## src/design/i2cra_pkg.sv

```systemverilog
package i2cra_pkg;

    localparam int PHASE_W = 10;
    localparam logic [PHASE_W-1:0] PHASE_TICKS_RESET = 10'd4;

    localparam int CMD_W = 2;
    localparam int IN_DATA_W = 24;
    localparam int OUT_DATA_W = 16;

    typedef struct packed {
        logic [7:0] read_data;
        logic [1:0] status;
        logic       done_res;
        logic       busy_res;
        logic       sda_pull_low;
        logic       scl_level;
    } t_result;

    localparam int RESULT_W = $bits(t_result);

endpackage

```

## src/design/i2cra_core.sv

```systemverilog
module i2cra_core
    import i2cra_pkg::*;
(
    input  logic               i_clk,
    input  logic               i_rst_n,
    input  logic               i_step,
    input  logic [PHASE_W-1:0] i_phase_ticks,
    input  logic [CMD_W-1:0]   i_cmd,
    input  logic [6:0]         i_slave_addr,
    input  logic [7:0]         i_reg_addr,
    input  logic [7:0]         i_write_data,
    input  logic               i_sda_in,
    output t_result            o_result
);

    localparam logic [CMD_W-1:0] CMD_WRITE = 2'd1;
    localparam logic [CMD_W-1:0] CMD_READ  = 2'd2;

    localparam logic [1:0] STATUS_OK         = 2'd0;
    localparam logic [1:0] STATUS_NACK_ADDRW = 2'd1;
    localparam logic [1:0] STATUS_NACK_REG   = 2'd2;
    localparam logic [1:0] STATUS_NACK_ADDRR = 2'd3;

    localparam logic [3:0] BIT_ACK = 4'd8;

    typedef enum logic [3:0] {
        ST_IDLE,
        ST_START,
        ST_ADDRW,
        ST_REG,
        ST_DATA,
        ST_RESTART,
        ST_ADDRR,
        ST_READ,
        ST_STOP
    } t_phase;

    t_phase             r_state, n_state;
    logic [1:0]         r_quarter, n_quarter;
    logic [3:0]         r_bit_count, n_bit_count;
    logic [7:0]         r_shift, n_shift;
    logic [PHASE_W-1:0] r_tick, n_tick;
    logic [6:0]         r_slave, n_slave;
    logic [7:0]         r_reg, n_reg;
    logic [7:0]         r_data, n_data;
    logic               r_is_read, n_is_read;
    logic [1:0]         r_status, n_status;
    logic [7:0]         r_read, n_read;

    logic [PHASE_W-1:0] limit;
    logic               send_stage;
    logic               scl;
    logic               pull;
    logic               done;

    assign limit = (i_phase_ticks == '0) ? PHASE_W'(1) : i_phase_ticks;

    always_comb begin
        n_state     = r_state;
        n_quarter   = r_quarter;
        n_bit_count = r_bit_count;
        n_shift     = r_shift;
        n_tick      = r_tick;
        n_slave     = r_slave;
        n_reg       = r_reg;
        n_data      = r_data;
        n_is_read   = r_is_read;
        n_status    = r_status;
        n_read      = r_read;
        scl         = 1'b1;
        pull        = 1'b0;
        done        = 1'b0;

        if (r_state == ST_IDLE && (i_cmd == CMD_WRITE || i_cmd == CMD_READ)) begin
            n_slave     = i_slave_addr;
            n_reg       = i_reg_addr;
            n_data      = i_write_data;
            n_is_read   = (i_cmd == CMD_READ);
            n_status    = STATUS_OK;
            n_state     = ST_START;
            n_quarter   = 2'd0;
            n_tick      = '0;
            n_bit_count = 4'd0;
        end

        send_stage = (n_state == ST_ADDRW) || (n_state == ST_REG) ||
                     (n_state == ST_DATA) || (n_state == ST_ADDRR);

        case (n_state)
            ST_START, ST_RESTART: begin
                scl  = (n_quarter == 2'd1) || (n_quarter == 2'd2) ||
                       (n_quarter == 2'd0 && n_state == ST_START);
                pull = n_quarter[1];
            end
            ST_STOP: begin
                scl  = (n_quarter != 2'd0);
                pull = !n_quarter[1];
            end
            ST_ADDRW, ST_REG, ST_DATA, ST_ADDRR, ST_READ: begin
                scl  = (n_quarter == 2'd1) || (n_quarter == 2'd2);
                pull = send_stage && (n_bit_count < BIT_ACK) && !n_shift[7];
            end
            default: begin
                scl  = 1'b1;
                pull = 1'b0;
            end
        endcase

        if (n_state != ST_IDLE) begin
            if ({1'b0, n_tick} + 11'd1 < {1'b0, limit}) begin
                n_tick = n_tick + PHASE_W'(1);
            end else begin
                n_tick = '0;
                if (n_quarter == 2'd2) begin
                    if (n_state == ST_READ && n_bit_count < BIT_ACK) begin
                        n_shift = {n_shift[6:0], i_sda_in};
                    end else if (send_stage && n_bit_count >= BIT_ACK) begin
                        n_shift = {7'd0, i_sda_in};
                    end
                end
                if (n_quarter == 2'd3) begin
                    n_quarter = 2'd0;
                    case (n_state)
                        ST_START: begin
                            n_state     = ST_ADDRW;
                            n_shift     = {n_slave, 1'b0};
                            n_bit_count = 4'd0;
                        end
                        ST_RESTART: begin
                            n_state     = ST_ADDRR;
                            n_shift     = {n_slave, 1'b1};
                            n_bit_count = 4'd0;
                        end
                        ST_ADDRW, ST_REG, ST_DATA, ST_ADDRR: begin
                            if (n_bit_count < BIT_ACK) begin
                                n_shift     = {n_shift[6:0], 1'b0};
                                n_bit_count = n_bit_count + 4'd1;
                            end else if (n_shift[0]) begin
                                if (n_state == ST_ADDRW) begin
                                    n_status = STATUS_NACK_ADDRW;
                                end else if (n_state == ST_ADDRR) begin
                                    n_status = STATUS_NACK_ADDRR;
                                end else begin
                                    n_status = STATUS_NACK_REG;
                                end
                                n_state = ST_STOP;
                            end else if (n_state == ST_ADDRW) begin
                                n_state     = ST_REG;
                                n_shift     = n_reg;
                                n_bit_count = 4'd0;
                            end else if (n_state == ST_REG) begin
                                n_bit_count = 4'd0;
                                if (n_is_read) begin
                                    n_state = ST_RESTART;
                                end else begin
                                    n_state = ST_DATA;
                                    n_shift = n_data;
                                end
                            end else if (n_state == ST_DATA) begin
                                n_state = ST_STOP;
                            end else begin
                                n_state     = ST_READ;
                                n_shift     = 8'd0;
                                n_bit_count = 4'd0;
                            end
                        end
                        ST_READ: begin
                            if (n_bit_count < BIT_ACK) begin
                                n_bit_count = n_bit_count + 4'd1;
                                if (n_bit_count == BIT_ACK) begin
                                    n_read = n_shift;
                                end
                            end else begin
                                n_state = ST_STOP;
                            end
                        end
                        ST_STOP: begin
                            n_state     = ST_IDLE;
                            n_bit_count = 4'd0;
                            done        = 1'b1;
                        end
                        default: begin
                            n_state = ST_IDLE;
                        end
                    endcase
                end else begin
                    n_quarter = n_quarter + 2'd1;
                end
            end
        end
    end

    always_ff @(posedge i_clk) begin
        if (!i_rst_n) begin
            r_state     <= ST_IDLE;
            r_quarter   <= 2'd0;
            r_bit_count <= 4'd0;
            r_shift     <= 8'd0;
            r_tick      <= '0;
            r_slave     <= 7'd0;
            r_reg       <= 8'd0;
            r_data      <= 8'd0;
            r_is_read   <= 1'b0;
            r_status    <= STATUS_OK;
            r_read      <= 8'd0;
        end else if (i_step) begin
            r_state     <= n_state;
            r_quarter   <= n_quarter;
            r_bit_count <= n_bit_count;
            r_shift     <= n_shift;
            r_tick      <= n_tick;
            r_slave     <= n_slave;
            r_reg       <= n_reg;
            r_data      <= n_data;
            r_is_read   <= n_is_read;
            r_status    <= n_status;
            r_read      <= n_read;
        end
    end

    always_comb begin
        o_result.scl_level    = scl;
        o_result.sda_pull_low = pull;
        o_result.busy_res     = (n_state != ST_IDLE);
        o_result.done_res     = done;
        o_result.status       = n_status;
        o_result.read_data    = n_read;
    end

endmodule

```

## src/design/i2c_register_access_master.sv

```systemverilog
// Channel   Direction  Payload
// s_axis    in         tuser: cmd[1:0]; tdata: slave_addr, reg_addr, write_data, sda_in
// m_axis    out        tdata: scl_level, sda_pull_low, busy_res, done_res, status, read_data
// cfg       in         i_cfg_wr_en, i_cfg_wr_data: phase_ticks
//
// The sequencer state and the output register update at the clock edge that accepts a request,
// and the result appears on m_axis in the cycle after the request is accepted.
// A new request is accepted every cycle while the output register is empty or being taken.
// When m_axis stalls with a result waiting, s_axis_tready drops until it is taken.
// Synchronous active-low reset returns the sequencer to idle and sets phase_ticks to four.
module i2c_register_access_master
    import i2cra_pkg::*;
(
    input  logic                  i_clk,
    input  logic                  i_rst_n,
    input  logic                  i_cfg_wr_en,
    input  logic [PHASE_W-1:0]    i_cfg_wr_data,
    input  logic                  s_axis_tvalid,
    output logic                  s_axis_tready,
    // Fields from bit 0: slave_addr[6:0], reg_addr[14:7], write_data[22:15], sda_in[23].
    input  logic [IN_DATA_W-1:0]  s_axis_tdata,
    // Fields from bit 0: cmd[1:0].
    input  logic [CMD_W-1:0]      s_axis_tuser,
    output logic                  m_axis_tvalid,
    input  logic                  m_axis_tready,
    // Fields from bit 0: scl_level, sda_pull_low, busy_res, done_res, status[5:4],
    // read_data[13:6], zero fill[15:14].
    output logic [OUT_DATA_W-1:0] m_axis_tdata
);

    logic [PHASE_W-1:0] r_phase_ticks;
    logic               r_out_valid;
    t_result            r_out;
    t_result            step_result;
    logic               accept;

    assign s_axis_tready = !r_out_valid || m_axis_tready;
    assign accept        = s_axis_tvalid && s_axis_tready;

    always_ff @(posedge i_clk) begin
        if (!i_rst_n) begin
            r_phase_ticks <= PHASE_TICKS_RESET;
        end else if (i_cfg_wr_en) begin
            r_phase_ticks <= i_cfg_wr_data;
        end
    end

    i2cra_core u_core (
        .i_clk         (i_clk),
        .i_rst_n       (i_rst_n),
        .i_step        (accept),
        .i_phase_ticks (r_phase_ticks),
        .i_cmd         (s_axis_tuser),
        .i_slave_addr  (s_axis_tdata[6:0]),
        .i_reg_addr    (s_axis_tdata[14:7]),
        .i_write_data  (s_axis_tdata[22:15]),
        .i_sda_in      (s_axis_tdata[23]),
        .o_result      (step_result)
    );

    always_ff @(posedge i_clk) begin
        if (!i_rst_n) begin
            r_out_valid <= 1'b0;
        end else if (accept) begin
            r_out_valid <= 1'b1;
        end else if (m_axis_tready) begin
            r_out_valid <= 1'b0;
        end
    end

    always_ff @(posedge i_clk) begin
        if (accept) begin
            r_out <= step_result;
        end
    end

    assign m_axis_tvalid = r_out_valid;
    assign m_axis_tdata  = {(OUT_DATA_W - RESULT_W)'(0), r_out};

    a_accept_gives_result: assert property (@(posedge i_clk) disable iff (!i_rst_n)
        accept |=> m_axis_tvalid)
        else $error("accepted request produced no result");

    a_done_ends_busy: assert property (@(posedge i_clk) disable iff (!i_rst_n)
        (m_axis_tvalid && r_out.done_res) |-> !r_out.busy_res)
        else $error("done reported while still busy");

    a_idle_bus_released: assert property (@(posedge i_clk) disable iff (!i_rst_n)
        (m_axis_tvalid && !r_out.busy_res) |-> (r_out.scl_level && !r_out.sda_pull_low))
        else $error("bus not released while idle");

    a_stall_holds_result: assert property (@(posedge i_clk) disable iff (!i_rst_n)
        (m_axis_tvalid && !m_axis_tready) |=> $stable(r_out))
        else $error("stalled result changed");

endmodule

```

## config.mk

```make
export PLATFORM = sky130hd
export DESIGN_NAME = i2c_register_access_master
export DESIGN_NICKNAME = d
export VERILOG_FILES = /design/src/design/i2cra_pkg.sv /design/src/design/i2cra_core.sv /design/src/design/i2c_register_access_master.sv
export SDC_FILE = /design/constraint.sdc
export NUM_CORES = 1
export LEC_CHECK = 0
export ABC_AREA = 1
export ABC_CLOCK_PERIOD_IN_PS = 7500
export CORE_UTILIZATION = 60
export DETAILED_ROUTE_END_ITERATION = 10
export DONT_BUFFER_PORTS = 1
export PLACE_DENSITY = 0.74
export SYNTH_ARGS = -nofsm -noshare
export SYNTH_HDL_FRONTEND = slang
export SYNTH_SLANG_ARGS = --single-unit
```

## constraint.sdc

```tcl
create_clock -name i_clk -period 7.5 [get_ports i_clk]
set_input_delay 1.5 -clock i_clk [delete_from_list [all_inputs] [get_ports i_clk]]
set_output_delay 1.5 -clock i_clk [all_outputs]
set_load 0.05 [all_outputs]
```

==> results_dict.tcl <==
set metrics [dict create \
    finalCritPeriodShare 0.670 \
    syn_inst 813 \
    fin_util 0.642 \
    synth-edff-count 14 \
    die_area_um2 9430 \
    die_width_um 97.1 \
    diodes 0 \
    first_iter_violations 409 \
    crit_chain "inv_1, ha_1, nor2_1, nand3_4, nand2_1, inv_1, ha_1, nand4_1, nor3_1, xor2_1, inv_1, ha_1, nand2_1, inv_1, nand3_1, nor2_1, nor2_2, nand2_2, inv_2, nand2_1, nand2_1, a21oi_1, nand2_1" \
    powerDensity_nw_per_um2 207 \
    grt_pass1_wl_um 22000 \
    synth.largest_area_cell "dfxtp_1" \
    place_congestion 0.978 \
    hold_buffers 0 \
    grt_max_degree 45 \
    crit_arrival_ns 5.15 \
    clk_pin_slew_worst_paths_ns 0.09 \
    first_global_vias 4652 \
    endpoint "m_axis_tdata[2]" \
    async_flop_share 0 \
    cp-end-kind "register" \
    via_per_inst 5.69 \
    drive_gt1_frac 0.0766 \
    fin_tns_setup_ns 0 \
    fp-row-count 34 \
    r2r-end "m_axis_tdata[2]" \
    vias 5145 \
    fp.dieH_um 97.1 \
    clock_skew_ns 0.0132 \
    cp_slowest_cell "nand3_4" \
    hpwl_um 9470 \
    ios 59 \
    drtAntennaViolNets 0 \
    cp_max_fo 44 \
    nets 849 \
    numCtsBuffers 9 \
    worstHoldPathType "reg -> reg" \
    yosys_warnings 0 \
    crit_required_ns 7.63 \
    syn-cell-area_um2 5430 \
    cts_tree "done" \
    max_slew_margin 0.280 \
    syn_area_per_cell_um2 6.68 \
    antenna_found_initial 0 \
    crit-reg2reg-launch "u_core.r_state[1]" \
    synth_most_common_cell "nand2_1" \
    finalHoldViolCount 0 \
    ys_ff_latch 87 \
    status "finished clean" \
    drv_slew 0 \
    rrSetupSlack_ns 3.32 \
    htreeDepth 3 \
    clockBufferDepth 2 \
    synthFlopType "dfxtp_1" \
    cts-root-buf "clkbuf_8" \
    synthTopCellsByCount "215 x nand2_1, 94 x nor2_1, 84 x inv_1" \
    rsz0062_at_grt "no" \
    ff2ff_path_depth 21 \
    crit_path_frequent_cell "nand2_1" \
    max_cap_viol_count 0 \
    setup_violations 0 \
    fill_cells 826 \
    placed_area_um2 5400 \
    peakVddDrop_mv 0.0999 \
    drt_first_pass_iters 5 \
    ys_types 45 \
    max_freq_mhz 199 \
    track_usage 0.286 \
    portBuffers 0 \
    wirelength_um 13200 \
    worstSkewPairLatency_ns 0.37 \
    worst_pin_slew_ns 1.08 \
    worst_setup_path_start_kind "input port" \
    clkSinkCount 87 \
    p_leak_uw 0.00271 \
    min_period_ns 5.02 \
    synthToLayoutAreaGrowth_pct 3.20 \
    ys_seq_area_frac 0.347 \
    path_class "in -> reg" \
    cts_resized 0 \
    largest_register_ffs 14 \
    max_stage_delay_ns 0.44 \
    drc 0 \
    core_area_um2 8720 \
    post_drt_wl_per_cell_um 14.6 \
    start_util 0.623 \
    fin_area_um2 5600 \
    startpoint "s_axis_tuser[0]" \
    synthTopCellsByArea "dfxtp_1 27%, nand2_1 15%, edfxtp_1 7.7%, nor2_1 6.5%, o21ai_0 6.3%" \
    synth.top_cell.area_share 0.269 \
    postCtsSetupBuffers 0 \
    grt-ovfl-total 0 \
]
stage by stage:
step                      cells  power [uW]  worst slack (ns)  hold slack (ns)
final                       904        1160              2.48            0.467
after global routing        904        1220              2.05            0.479
after CTS                   904        1160              2.52            0.462
after detailed placement    888         819              2.16            0.448
after global placement      888         811              2.37            0.436
after floorplan             814         773              3.02            0.430
logic make-up (layout without fill, tap and decap cells):
| group | Yosys count | after routing | share of synthesized area |
|---|---|---|---|
| other | 1 | 2 | 0.000691 |
| adders and majority gates | 17 | 17 | 0.0392 |
| and+or+nand+nor | 406 | 406 | 0.336 |
| AOI/OAI and AO/OA | 163 | 163 | 0.162 |
| buffers and inverters | 130 | 112 | 0.0993 |
| DFF | 87 | 87 | 0.347 |
| xor gates and xnor gates | 9 | 9 | 0.0159 |
critical path, delay by kind of cell:
family                   cells  cell delay, ns
adder cells (fa/ha/maj)      3            0.83
buffers and inverters        5            0.39
AND/OR/NAND/NOR             13            2.12
AO/OA/AOI/OAI                1            0.12
XOR/XNOR                     1            0.13
routing by layer:
metal  global-route usage  wire (um)  vias to the layer above
met3               0.0432        818                       34
li1                     -          -                     2591
met1                0.400       6130                     2320
met5                    0          0                        -
met4                0.116        412                        0
met2                0.444       5850                      200
cell usage in the layout, fill, tap and decap left out, types with 2 or more instances in the layout:
cell / n
nand2_1: 215
nor2_1: 94
inv_1: 84
dfxtp_1: 73
o21ai_0: 68
a21oi_1: 58
nand3_1: 41
nand4_1: 17
ha_1: 17
o21ai_1: 15
edfxtp_1: 14
nand2_2: 10
inv_2: 9
clkbuf_8: 9
o211ai_1: 8
or2_2: 6
xor2_1: 6
nand2_4: 4
a22oi_1: 3
nor2_4: 3
nand3_4: 3
a211oi_1: 3
nor3_2: 3
nor3_1: 2
nand3_2: 2
o21bai_1: 2
nand3b_1: 2
xnor2_1: 2
conb_1: 2
clkbuf_1: 2
buf_4: 2
power by group:
| part | total (uW) | switching, uW | leakage (uW) | internal (uW) |
|---|---|---|---|---|
| registers | 560 | 47.4 | 0.000738 | 513 |
| clock network | 347 | 171 | 0.000106 | 175 |
| logic | 254 | 179 | 0.00187 | 75.1 |
worst min-delay path by stage:
stage	endpoint	slack (ns)	startpoint	depth (start not counted)
after global placement	u_core.r_is_read	0.44	u_core.r_is_read	2
after global routing	u_core.r_is_read	0.48	u_core.r_is_read	2
after CTS	u_core.r_is_read	0.46	u_core.r_is_read	2
after detailed placement	u_core.r_is_read	0.45	u_core.r_is_read	2
after floorplan	u_core.r_is_read	0.43	u_core.r_is_read	2
final	u_core.r_is_read	0.47	u_core.r_is_read	2
cell type report:
type	count	area, um2	area share
multi-input combinational	597	3010	0.538
inverter	94	353	0.0630
tap	108	135	0.0241
sequential	87	1880	0.336
clock buffer	12	156	0.0279
clock inverter	4	50.0	0.00893
timing repair buffer	2	15.0	0.00268
No activity file was read; power rests on OpenSTA's default activity.
